**src/sv/assert_macros.svh**
```systemverilog
// Assertion macros for the RTL of the string unescaper.
`ifndef ASSERT_MACROS_SVH
`define ASSERT_MACROS_SVH

// Concurrent assertion clocked on clk, held off while rst_n is low.
`define ASSERT_CLK(label, clk, rst_n, prop, msg) \
  label: assert property (@(posedge clk) disable iff (!rst_n) (prop)) else $error(msg);

// Concurrent assertion that also holds during reset.
`define ASSERT_ALWAYS(label, clk, prop, msg) \
  label: assert property (@(posedge clk) (prop)) else $error(msg);

`endif

```
**src/sv/jsu_pkg.sv**
```systemverilog
// Package of types, codes and helper functions for the JSON string unescaper.
`default_nettype none

package jsu_pkg;

  localparam int unsigned KindW   = 2;
  localparam int unsigned MaxRes  = 4;
  localparam int unsigned ResCntW = 3;

  localparam logic [7:0]  Utf8Lead2 = 8'hC0;
  localparam logic [7:0]  Utf8Lead3 = 8'hE0;
  localparam logic [7:0]  Utf8Cont  = 8'h80;
  localparam logic [7:0]  Utf8Mask  = 8'h3F;
  localparam logic [15:0] Utf8Lim1  = 16'h0080;
  localparam logic [15:0] Utf8Lim2  = 16'h0800;

  localparam logic [7:0] ChNul   = 8'h00;
  localparam logic [7:0] ChTab   = 8'h09;
  localparam logic [7:0] ChCr    = 8'h0D;
  localparam logic [7:0] ChSpace = 8'h20;
  localparam logic [7:0] ChQuote = 8'h22;
  localparam logic [7:0] ChBslash = 8'h5C;
  localparam logic [7:0] ChB     = 8'h62;
  localparam logic [7:0] ChF     = 8'h66;
  localparam logic [7:0] ChN     = 8'h6E;
  localparam logic [7:0] ChR     = 8'h72;
  localparam logic [7:0] ChT     = 8'h74;
  localparam logic [7:0] ChU     = 8'h75;

  typedef enum logic [1:0] {
    ModeIdle = 2'd0,
    ModeStr  = 2'd1,
    ModeEsc  = 2'd2,
    ModeHex  = 2'd3
  } scan_mode_e;

  typedef enum logic [KindW-1:0] {
    KindData  = 2'd0,
    KindClose = 2'd1,
    KindEos   = 2'd2,
    KindNoq   = 2'd3
  } kind_e;

  typedef struct packed {
    logic       ok;
    logic [3:0] val;
  } hex_t;

  typedef struct packed {
    logic [1:0] cnt;   // 1 to 3 bytes
    logic [7:0] b0;
    logic [7:0] b1;
    logic [7:0] b2;
  } utf8_t;

  function automatic hex_t hex_digit(input logic [7:0] c);
    hex_t h;
    h.ok  = 1'b1;
    h.val = 4'd0;
    if (c >= 8'h30 && c <= 8'h39) begin
      h.val = c[3:0];
    end else if ((c >= 8'h61 && c <= 8'h66) || (c >= 8'h41 && c <= 8'h46)) begin
      h.val = c[3:0] + 4'd9;
    end else begin
      h.ok = 1'b0;
    end
    return h;
  endfunction

  function automatic utf8_t utf8_enc(input logic [15:0] v);
    utf8_t u;
    u.cnt = 2'd1;
    u.b0  = v[7:0];
    u.b1  = 8'h00;
    u.b2  = 8'h00;
    if (v < Utf8Lim1) begin
      u.cnt = 2'd1;
    end else if (v < Utf8Lim2) begin
      u.cnt = 2'd2;
      u.b0  = Utf8Lead2 | {3'b000, v[10:6]};
      u.b1  = Utf8Cont | ({2'b00, v[5:0]} & Utf8Mask);
    end else begin
      u.cnt = 2'd3;
      u.b0  = Utf8Lead3 | {4'b0000, v[15:12]};
      u.b1  = Utf8Cont | ({2'b00, v[11:6]} & Utf8Mask);
      u.b2  = Utf8Cont | ({2'b00, v[5:0]} & Utf8Mask);
    end
    return u;
  endfunction

endpackage

`default_nettype wire

```
**src/sv/json_string_unescaper.sv**
```systemverilog
// Top level of the JSON string unescaper: byte scanner and result serialiser.
//
//  channel  dir  handshake                       payload
//  s_axis   in   s_axis_tvalid_i/s_axis_tready_o tdata[7:0] in_byte
//  m_axis   out  m_axis_tvalid_o/m_axis_tready_i tdata[7:0] out_byte,
//                                                tuser[1:0] out_kind, tlast last
//
// One source byte is taken per cycle when it gives at most one result item.
// A \u escape may give up to four items; those drain one per cycle from the
// result buffer, so the input waits until the final item leaves.
// The buffer is refilled in the cycle its final item leaves; a stall on the
// output holds the buffer and the input. Reset clears the scanner to idle
// and empties the buffer.
`default_nettype none
`include "assert_macros.svh"

module json_string_unescaper (
  input  wire logic                       clk_i,
  input  wire logic                       rst_ni,
  input  wire logic                       s_axis_tvalid_i,
  output      logic                       s_axis_tready_o,
  input  wire logic [7:0]                 s_axis_tdata_i,   // [7:0] in_byte
  output      logic                       m_axis_tvalid_o,
  input  wire logic                       m_axis_tready_i,
  output      logic [7:0]                 m_axis_tdata_o,   // [7:0] out_byte
  output      logic [jsu_pkg::KindW-1:0]  m_axis_tuser_o,   // [1:0] out_kind
  output      logic                       m_axis_tlast_o
);
  import jsu_pkg::*;

  // scanner state
  scan_mode_e  mode_q, mode_d;
  logic [1:0]  hcnt_q, hcnt_d;
  logic [15:0] hval_q, hval_d;
  logic        hstop_q, hstop_d;

  // result buffer
  logic [7:0]         byte_q [MaxRes];
  kind_e              kind_q [MaxRes];
  logic [ResCntW-1:0] rem_q;
  logic [1:0]         idx_q;

  logic [7:0]         res_byte [MaxRes];
  kind_e              res_kind [MaxRes];
  logic [ResCntW-1:0] res_n;

  logic        in_fire, out_fire;
  logic [7:0]  c;
  hex_t        hd;
  logic [15:0] hval_new;
  logic        hstop_new;
  logic [15:0] enc_val;
  utf8_t       enc;

  assign c        = s_axis_tdata_i;
  assign out_fire = m_axis_tvalid_o & m_axis_tready_i;
  // take a byte when the buffer is empty or its final item leaves now
  assign s_axis_tready_o = (rem_q == '0) ||
                           (rem_q == ResCntW'(1) && m_axis_tready_i);
  assign in_fire  = s_axis_tvalid_i & s_axis_tready_o;

  // hex digit run: a non-hex character stops accumulation for good
  assign hd        = hex_digit(c);
  assign hval_new  = (!hstop_q && hd.ok) ? {hval_q[11:0], hd.val} : hval_q;
  assign hstop_new = hstop_q | ~hd.ok;
  assign enc_val   = (c == ChNul) ? hval_q : hval_new;
  assign enc       = utf8_enc(enc_val);

  // next state
  always_comb begin
    mode_d  = mode_q;
    hcnt_d  = hcnt_q;
    hval_d  = hval_q;
    hstop_d = hstop_q;
    if (in_fire) begin
      unique case (mode_q)
        ModeIdle: begin
          if (c == ChQuote) mode_d = ModeStr;
        end
        ModeStr: begin
          if (c == ChQuote || c == ChNul) mode_d = ModeIdle;
          else if (c == ChBslash)         mode_d = ModeEsc;
        end
        ModeEsc: begin
          if (c == ChNul) begin
            mode_d = ModeIdle;
          end else if (c == ChU) begin
            mode_d  = ModeHex;
            hcnt_d  = 2'd0;
            hval_d  = 16'd0;
            hstop_d = 1'b0;
          end else begin
            mode_d = ModeStr;
          end
        end
        ModeHex: begin
          if (c == ChNul) begin
            mode_d = ModeIdle;
            hcnt_d = 2'd0;
          end else begin
            hval_d  = hval_new;
            hstop_d = hstop_new;
            if (hcnt_q == 2'd3) begin
              hcnt_d = 2'd0;
              mode_d = ModeStr;
            end else begin
              hcnt_d = hcnt_q + 2'd1;
            end
          end
        end
        default: mode_d = ModeIdle;
      endcase
    end
  end

  // result items caused by the current byte
  always_comb begin
    res_n = '0;
    for (int i = 0; i < MaxRes; i++) begin
      res_byte[i] = 8'h00;
      res_kind[i] = KindData;
    end
    unique case (mode_q)
      ModeIdle: begin
        if (!(c == ChSpace || (c >= ChTab && c <= ChCr)) && c != ChQuote) begin
          res_n       = ResCntW'(1);
          res_kind[0] = KindNoq;
        end
      end
      ModeStr: begin
        if (c == ChQuote) begin
          res_n       = ResCntW'(1);
          res_kind[0] = KindClose;
        end else if (c == ChNul) begin
          res_n       = ResCntW'(1);
          res_kind[0] = KindEos;
        end else if (c != ChBslash) begin
          res_n       = ResCntW'(1);
          res_byte[0] = c;
        end
      end
      ModeEsc: begin
        if (c != ChU) begin
          res_n = ResCntW'(1);
          case (c)
            ChNul:   res_kind[0] = KindEos;
            ChB:     res_byte[0] = 8'h08;
            ChF:     res_byte[0] = 8'h0C;
            ChN:     res_byte[0] = 8'h0A;
            ChR:     res_byte[0] = 8'h0D;
            ChT:     res_byte[0] = 8'h09;
            default: res_byte[0] = c;
          endcase
        end
      end
      ModeHex: begin
        if (c == ChNul || hcnt_q == 2'd3) begin
          res_byte[0] = enc.b0;
          res_byte[1] = enc.b1;
          res_byte[2] = enc.b2;
          res_n       = {1'b0, enc.cnt};
          if (c == ChNul) begin
            // zero byte: the code point so far, then the unterminated mark
            res_byte[enc.cnt] = 8'h00;
            res_kind[enc.cnt] = KindEos;
            res_n             = {1'b0, enc.cnt} + ResCntW'(1);
          end
        end
      end
      default: res_n = '0;
    endcase
  end

  always_ff @(posedge clk_i or negedge rst_ni) begin
    if (!rst_ni) begin
      mode_q  <= ModeIdle;
      hcnt_q  <= 2'd0;
      hval_q  <= 16'd0;
      hstop_q <= 1'b0;
      rem_q   <= '0;
      idx_q   <= 2'd0;
    end else begin
      mode_q  <= mode_d;
      hcnt_q  <= hcnt_d;
      hval_q  <= hval_d;
      hstop_q <= hstop_d;
      if (in_fire && res_n != '0) begin
        rem_q <= res_n;
        idx_q <= 2'd0;
      end else if (out_fire) begin
        rem_q <= rem_q - ResCntW'(1);
        idx_q <= idx_q + 2'd1;
      end
    end
  end

  // buffer payload, no reset
  always_ff @(posedge clk_i) begin
    if (in_fire && res_n != '0) begin
      for (int i = 0; i < MaxRes; i++) begin
        byte_q[i] <= res_byte[i];
        kind_q[i] <= res_kind[i];
      end
    end
  end

  assign m_axis_tvalid_o = (rem_q != '0);
  assign m_axis_tdata_o  = byte_q[idx_q];
  assign m_axis_tuser_o  = kind_q[idx_q];
  assign m_axis_tlast_o  = (rem_q == ResCntW'(1));

  // checks
  `ASSERT_ALWAYS(a_rem_bound, clk_i, !rst_ni || (({1'b0, idx_q} + rem_q) <= ResCntW'(MaxRes)), "buffer overrun")
  `ASSERT_CLK(a_in_only_near_empty, clk_i, rst_ni, s_axis_tready_o |-> rem_q <= ResCntW'(1), "input taken over a full buffer")
  `ASSERT_CLK(a_mark_is_last, clk_i, rst_ni, (m_axis_tvalid_o && m_axis_tuser_o != KindData) |-> m_axis_tlast_o, "status item not last")
  `ASSERT_CLK(a_mark_zero_byte, clk_i, rst_ni, (m_axis_tvalid_o && m_axis_tuser_o != KindData) |-> m_axis_tdata_o == 8'h00, "status item carries data")

endmodule

`default_nettype wire
```
**config.mk**
```make
export PLATFORM = sky130hd
export DESIGN_NAME = json_string_unescaper
export DESIGN_NICKNAME = d
export VERILOG_FILES = /design/src/sv/jsu_pkg.sv /design/src/sv/json_string_unescaper.sv
export VERILOG_INCLUDE_DIRS = /design/src /design/src/sv
export SDC_FILE = /design/constraint.sdc
export NUM_CORES = 1
export LEC_CHECK = 0
export BUFFER_PORTS_ARGS = -buffer_cell sky130_fd_sc_hd__buf_2
export CORE_MARGIN = 2
export CORE_UTILIZATION = 26
export CTS_BUF_LIST = sky130_fd_sc_hd__clkbuf_4 sky130_fd_sc_hd__clkbuf_8
export DETAILED_ROUTE_END_ITERATION = 10
export GPL_TIMING_DRIVEN = 0
export SETUP_SLACK_MARGIN = 0.3
export SYNTH_ARGS = -nofsm -noshare
export SYNTH_HDL_FRONTEND = slang
export SYNTH_SLANG_ARGS = --single-unit
```
**constraint.sdc**
```tcl
create_clock -name clk_i -period 2.7 [get_ports clk_i]
set_input_delay 0.405 -clock clk_i [delete_from_list [all_inputs] [get_ports clk_i]]
set_output_delay 0.405 -clock clk_i [all_outputs]
set_load 0.005 [all_outputs]
```
==> results of run 1 <==
sequential cells by signal, indices dropped and copies added (netlist names):
signal	cells
rem_q	3
hval_q	16
mode_q	2
hstop_q	1
hcnt_q	2
idx_q	2
kind_q	5
byte_q	22
worst paths after layout:
check,startpoint,to,cells past startpoint
worst min register to register,hcnt_q[1],hcnt_q[1],2
worst max register to register,hval_q[10],byte_q[1][4],5
worst max-delay path,hval_q[10],byte_q[1][4],5
worst min-delay path,rst_ni,mode_q[0],1
max in group asynchronous,rst_ni,hval_q[3],1
min in group clk_i,hcnt_q[1],hcnt_q[1],2
stage by stage:
stage               util [%]  power, mW  cell area [um^2]  cells
CTS                     30.5       2.49              4000    568
floorplan                  -       1.70              3480    356
detailed placement      29.2       2.01              3820    556
finish                  31.4       2.52              4110    569
global route            31.4       2.70              4110    569
global placement        29.2       1.99              3820    556
layer usage:
| metal | up-vias | wire, um |
|---|---|---|
| met2 | 91 | 4000 |
| met3 | 8 | 579 |
| met5 | - | 0 |
| li1 | 1410 | - |
| met4 | 0 | 106 |
| met1 | 1422 | 4190 |
cell type report:
class	count	area, um^2	share of cell area (%)
plain buffers	22	105	2.56
clock inverters	2	15.0	0.366
well taps	176	220	5.36
flip-flops and latches	53	1460	35.6
multi-input cells	270	2020	49.2
inverters	12	45.0	1.10
clock buffers	6	76.3	1.86
repair buffers	28	163	3.96
cells in the final DEF, fill, tap and decap left out, types with 4 or more instances in the layout:
master     n
mux2i_1   19
o21ai_0   21
nor2b_1    5
nand4_1    5
xnor2_1    4
buf_2     30
a21oi_1   14
nand3_1    7
or3_1      4
nor3_1     5
a31oi_1    5
edfxtp_1  27
a22o_1    11
dfrtp_1   26
nand2b_1   6
ha_1       7
and3_1     4
inv_1     10
o22ai_1    5
nand2_1   40
clkbuf_8   5
buf_4      5
nor2_1    25
a211oi_1   5
mux2i_2    4
nor2_2     5
clkbuf_1  11
cell families (layout without fill, tap and decap cells):
family | after synthesis | count (layout)
mux | 29 | 29
simple gates | 134 | 134
compound gates | 93 | 94
fa+ha+maj | 8 | 8
flops | 53 | 53
buf+inv | 34 | 70
xor+xnor | 5 | 5
worst max-delay path, delay by kind of cell, from the launching register on:
family	cells	cell delay (ns)
DFF	1	0.51
and+or+nand+nor	3	1.26
muxes	1	0.15
AOI/OAI and AO/OA	1	0.24
power breakdown:
part	total [mW]	switching, mW	internal, mW
Combinational	0.992	0.573	0.419
Sequential	1.08	0.0669	1.01
Clock	0.452	0.259	0.193
Total	2.52	0.899	1.62
what timing repair did:
| action | in CTS | in global routing |
|---|---|---|
| gates resized for setup | 8 | 19 |
| cloned | 1 | 0 |
| endpoints found under the setup margin | 51 | 42 |
| pin swaps | 2 | 2 |
| setup buffers | 3 | 1 |
==> metrics.md, run 1 <==
| Metric | Value |
|---|---|
| Initial Util | `26.3%` |
| IO Pins | `25` |
| Status | `completed` |
| IO buf count | `24` |
| FF-to-FF setup slack | `0.38 ns` |
| Htree depth | `2` |
| Final setup vio count | `0` |
| Critical Path RT | `2.84 ns` |
| Cell area after synthesis | `3440 um^2` |
| Yosys top cell area share | `23.6%` |
| Async SR Flop Fraction | `49.1%` |
| First-pass GRT wire length | `15.0 mm` |
| CTS Sinks | `53` |
| CP arrival | `2.46 ns` |
| Yosys warnings | `0` |
| Total Wirelength | `8.87 mm` |
| Final hold slack | `0.0956 ns` |
| TritonCTS clock tree | `yes` |
| Synth Area in Compound Gates | `19.0%` |
| Worst-path clk slew | `0.09 ns` |
| Drt pass-1 iters | `4` |
| GR peak layer | `met1` |
| Mapped Cells | `356` |
| Fin Clk Skew | `0.00588 ns` |
| Post-DP HPWL | `6.58 mm` |
| Ranking of synthesized cells by area | `edfxtp_1 24%, dfrtp_1 19%, mux2i_1 7.3%, nand2_1 4.4%, nor2_1 3.1%` |
| Vias in the first global route | `2,810` |
| Largest family of logic cells by synthesized area | `simple AND/OR/NAND/NOR gates` |
| #FFs+latches synth | `53` |
| Avg Inst Size Synth | `9.67 um^2` |
| Largest area contributor in the netlist | `edfxtp_1` |
| Primary FF master, synth | `edfxtp_1` |
| Actual slew at the worst max-slew pin | `0.650 ns` |
| Xor and xnor area share after synthesis | `1.27%` |
| Mux cell area share after synthesis | `8.98%` |
| Hold crit path type | `primary input to asynchronous set/reset pin` |
| Insertion delay to the later sink of the worst-skew pair | `0.31 ns` |
| Die area | `14,200 um^2` |
| Sequential element share of the synthesized area | `42.5%` |
| Core area | `13,100 um^2` |
| Die H | `119 um` |
| Final hold vios | `0` |
| Die width | `119 um` |
| Clk buf depth | `2` |
| Detailed Route Iter0 Violations | `163` |
| Max incr delay on CP | `0.67 ns` |
| NumNets Final | `412` |
| Top cells by instance count after synthesis | `40 x nand2_1, 28 x nor2_1, 27 x edfxtp_1` |
| Crit path max-delay cell type | `or4_1` |
| RSZ-0062 raised after global routing | `true` |
| Synth Area in Adders | `2.91%` |
| Vias | `2,931` |
| CTS hold repair buffers | `0` |
| GRT Overall Usage | `13.1%` |
| CP Class | `flop to flop` |
| Final worst setup slack | `0.377 ns` |
| Row Count | `42` |
| Pin count of the biggest net entering global routing | `27` |
| Via-per-instance ratio | `5.15` |
| Fmax | `431 MHz` |
| Diodes inserted | `0` |
| Max rail drop VDD | `0.220 mV` |
| Syn Nets | `376` |
| Initial antenna violation count | `0` |
| Drt wl/cell | `15.6 um` |
| Placement Setup Slack | `-0.197 ns` |
| Layout cells sized above 1 | `21.1%` |
| Fillcell total | `1,364` |
| P_leak | `1.65 nW` |
| Number of remaining DRC errors | `0` |
| Fin Setup TNS | `0 ns` |
| Pwr Density | `614 nW/um^2` |
| P&R area growth vs syn | `19.3%` |
| Met3 usage | `2.20%` |
| Post-Synth Simple-Gate Area | `21.2%` |
| Worst Setup End Kind | `flop` |
| Final worst path period need | `2.32 ns` |
| Max-cap violations | `0` |
| EDFF count, synth | `27` |
| Root buf cell | `clkbuf_8` |
| Startpoint Class | `flop` |
| Remaining antenna violation count after routing | `0` |
| Top-count cell post-synth | `nand2_1` |
| GP Congestion | `0.885` |
| Met2 usage | `19.3%` |
| Grt met1 use | `19.6%` |
| Yosys cell types | `63` |
| Crit-path max FO | `7` |
| Fin. max-slew vios | `0` |
| Slew headroom | `56.6%` |
| Crit path cell chain | `or4_1 -> nor3_1 -> mux2i_4 -> nand2b_1 -> o22ai_1` |
| Part of the cycle the worst path needs | `86.0%` |
| CTS Buf Count | `5` |
| Grt ovf | `0` |
Note: power is estimated with default switching activity, not from simulation.
==> inputs of run 2 (changes only) <==
--- a/config.mk
+++ b/config.mk
@@ -9,4 +9,5 @@
 export BUFFER_PORTS_ARGS = -buffer_cell sky130_fd_sc_hd__buf_2
+export CORE_ASPECT_RATIO = 2
 export CORE_MARGIN = 2
-export CORE_UTILIZATION = 26
+export CORE_UTILIZATION = 54
 export CTS_BUF_LIST = sky130_fd_sc_hd__clkbuf_4 sky130_fd_sc_hd__clkbuf_8
@@ -14,2 +15,3 @@
 export GPL_TIMING_DRIVEN = 0
+export PLACE_DENSITY = 0.75
 export SETUP_SLACK_MARGIN = 0.3
==> constraint.sdc (replaced) <==
create_clock -name clk_i -period 2.7 [get_ports clk_i]
set_input_delay 0.135 -clock clk_i [delete_from_list [all_inputs] [get_ports clk_i]]
set_output_delay 0.135 -clock clk_i [all_outputs]
set_load 0.005 [all_outputs]
==> metrics.md, run 2 (same netlist as run 1, synthesis figures left out) <==
| Metric | Value |
|---|---|
| Most frequent cells in the layout | `40 x nand2_1, 32 x buf_2, 27 x edfxtp_1` |
| Die width | `60.5 um` |
| Initial antenna violation count | `0` |
| RSZ-0062 raised after global routing | `true` |
| NumNets Final | `415` |
| GP Congestion | `0.959` |
| Largest registers | `byte_q x22, hval_q x16, kind_q x5` |
| Worst Setup End Kind | `flop` |
| P&R area growth vs syn | `14.4%` |
| Fin cells | `482` |
| Vias | `2,969` |
| Row Count | `41` |
| First-pass GRT wire length | `14.5 mm` |
| CP Class | `flop to flop` |
| Worst-path clk slew | `0.10 ns` |
| Crit-path max FO | `9` |
| Final hold vios | `0` |
| Internal | `1.60 mW` |
| Final worst path period need | `2.33 ns` |
| Root buf cell | `clkbuf_8` |
| Drt wl/cell | `18.4 um` |
| Die area | `7070 um^2` |
| Switching Fraction | `36.0%` |
| Clock share of power | `19.1%` |
| Detailed Route Iter0 Violations | `175` |
| Commonest non-fill, non-tap cell in the layout | `nand2_1` |
| Htree depth | `2` |
| Slew headroom | `55.8%` |
| Grt ovf | `0` |
| Status | `completed` |
| Via-per-instance ratio | `6.16` |
| Clk buf depth | `2` |
| Critical Path RT | `2.78 ns` |
| Max incr delay on CP | `0.53 ns` |
| Final setup vio count | `0` |
| Reg with most FFs | `byte_q` |
| Comb pwr share | `38.0%` |
| Max reg flops | `22` |
| Pin count of the biggest net entering global routing | `27` |
| IO buf count | `24` |
| Drt pass-1 iters | `7` |
| Layout cells sized above 1 | `18.9%` |
| Core area | `6260 um^2` |
| Max rail drop VDD | `0.303 mV` |
| Startpoint Class | `flop` |
| Pwr Density | `636 nW/um^2` |
| Fin Clk Skew | `0.0140 ns` |
| CP arrival | `2.41 ns` |
| IO Pins | `25` |
| P_leak | `1.68 nW` |
| Vias in the first global route | `2,869` |
| Part of the cycle the worst path needs | `86.3%` |
| # placed instances | `466` |
| NetSw | `902 uW` |
| Remaining antenna violation count after routing | `0` |
| Die H | `117 um` |
| Crit path max-delay cell type | `or4_1` |
| GRT Overall Usage | `27.7%` |
| Post-DP HPWL | `6.53 mm` |
| Insertion delay to the later sink of the worst-skew pair | `0.33 ns` |
| Actual slew at the worst max-slew pin | `0.663 ns` |
| Max-cap violations | `0` |
| Crit path cell chain | `clkbuf_1 -> or4_1 -> nor2_2 -> nand2_1 -> mux2i_2 -> a21oi_1 -> a21o_1` |
| Fin Setup TNS | `0 ns` |
| Fmax | `429 MHz` |
| Hold crit path type | `primary input to flop` |
| Initial Util | `55.0%` |
| Fin. max-slew vios | `0` |
| Total Wirelength | `8.89 mm` |
| CTS Buf Count | `5` |
| Flop pwr share | `42.9%` |
| CTS Sinks | `53` |
| Diodes inserted | `0` |
| Number of remaining DRC errors | `0` |
| TritonCTS clock tree | `yes` |
[run 2: changes by cell type in the layout (fill, tap and decap cells not counted), sizes merged]
cell         change
dlygate4sd3      +1
buf              +4
clkbuf           -3
inv              +1
clkinvlp         -2
clkinv           +2
[run 2: layout make-up]
cell class / count / area, um^2
plain buffers: 22 / 100
fillers: 570 / 2320
flip-flops and latches: 53 / 1460
multi-input cells: 270 / 1930
clock buffers: 5 / 68.8
inverters: 12 / 45.0
well taps: 86 / 108
clock inverters: 3 / 26.3
repair buffers: 31 / 200
[run 2: path summary, 6_finish.rpt]
path                                    from           end  slack, ns  cells past startpoint
max in group asynchronous             rst_ni    hval_q[10]       1.90                      2
min reg2reg                        hcnt_q[1]     hcnt_q[1]       0.51                      2
max reg2reg                       hval_q[11]  byte_q[0][6]       0.37                      7
min in group asynchronous             rst_ni      rem_q[1]       0.36                      2
max                               hval_q[11]  byte_q[0][6]       0.37                      7
min                        s_axis_tdata_i[7]  byte_q[0][7]       0.17                      2
[run 2: routing by layer]
layer,wire length [um],global-route usage [%]
met4,409,14.6
met1,3330,32.8
met5,0,0
met2,4780,48.0
met3,365,2.97
[run 2: power by group through the flow]
stage               combinational, mW  clock [mW]  sequential (mW)
finish                          0.951       0.478             1.07
floorplan                       0.612           0             1.08
CTS                             0.951       0.483             1.08
global route                     1.05       0.518             1.09
detailed placement              0.884           0             1.10
global placement                0.864           0             1.09
[run 2: repair_timing]
action | 4_1_cts | 5_1_grt
gates cloned | 1 | 0
hold endpoints to repair | 26 | 0
setup endpoints to repair | 49 | 20
buffers inserted | 1 | 5
hold buffers | 1 | 0
pin swaps | 0 | 2
resized for setup | 6 | 8
[run 2: through the flow]
| step | total power [mW] | area [um^2] | util [%] | hold slack (ns) | worst slack, ns |
|---|---|---|---|---|---|
| after floorplan | 1.69 | 3450 | - | -0.161 | 0.374 |
| after global placement | 1.95 | 3680 | 58.8 | 0.191 | -0.0249 |
| after detailed placement | 1.98 | 3680 | 58.8 | 0.197 | -0.107 |
| after CTS | 2.51 | 3860 | 61.6 | 0.166 | 0.312 |
| after global routing | 2.66 | 3940 | 62.9 | 0.194 | 0.240 |
| final | 2.50 | 3940 | 62.9 | 0.173 | 0.369 |
[run 2: worst max-delay path: cells and delay by family (launching register included)]
family	cells	cell delay, ns
AO/OA/AOI/OAI	2	0.30
multiplexers	1	0.35
buffers and inverters	1	0.22
flip-flops	1	0.37
AND/OR/NAND/NOR	3	0.85
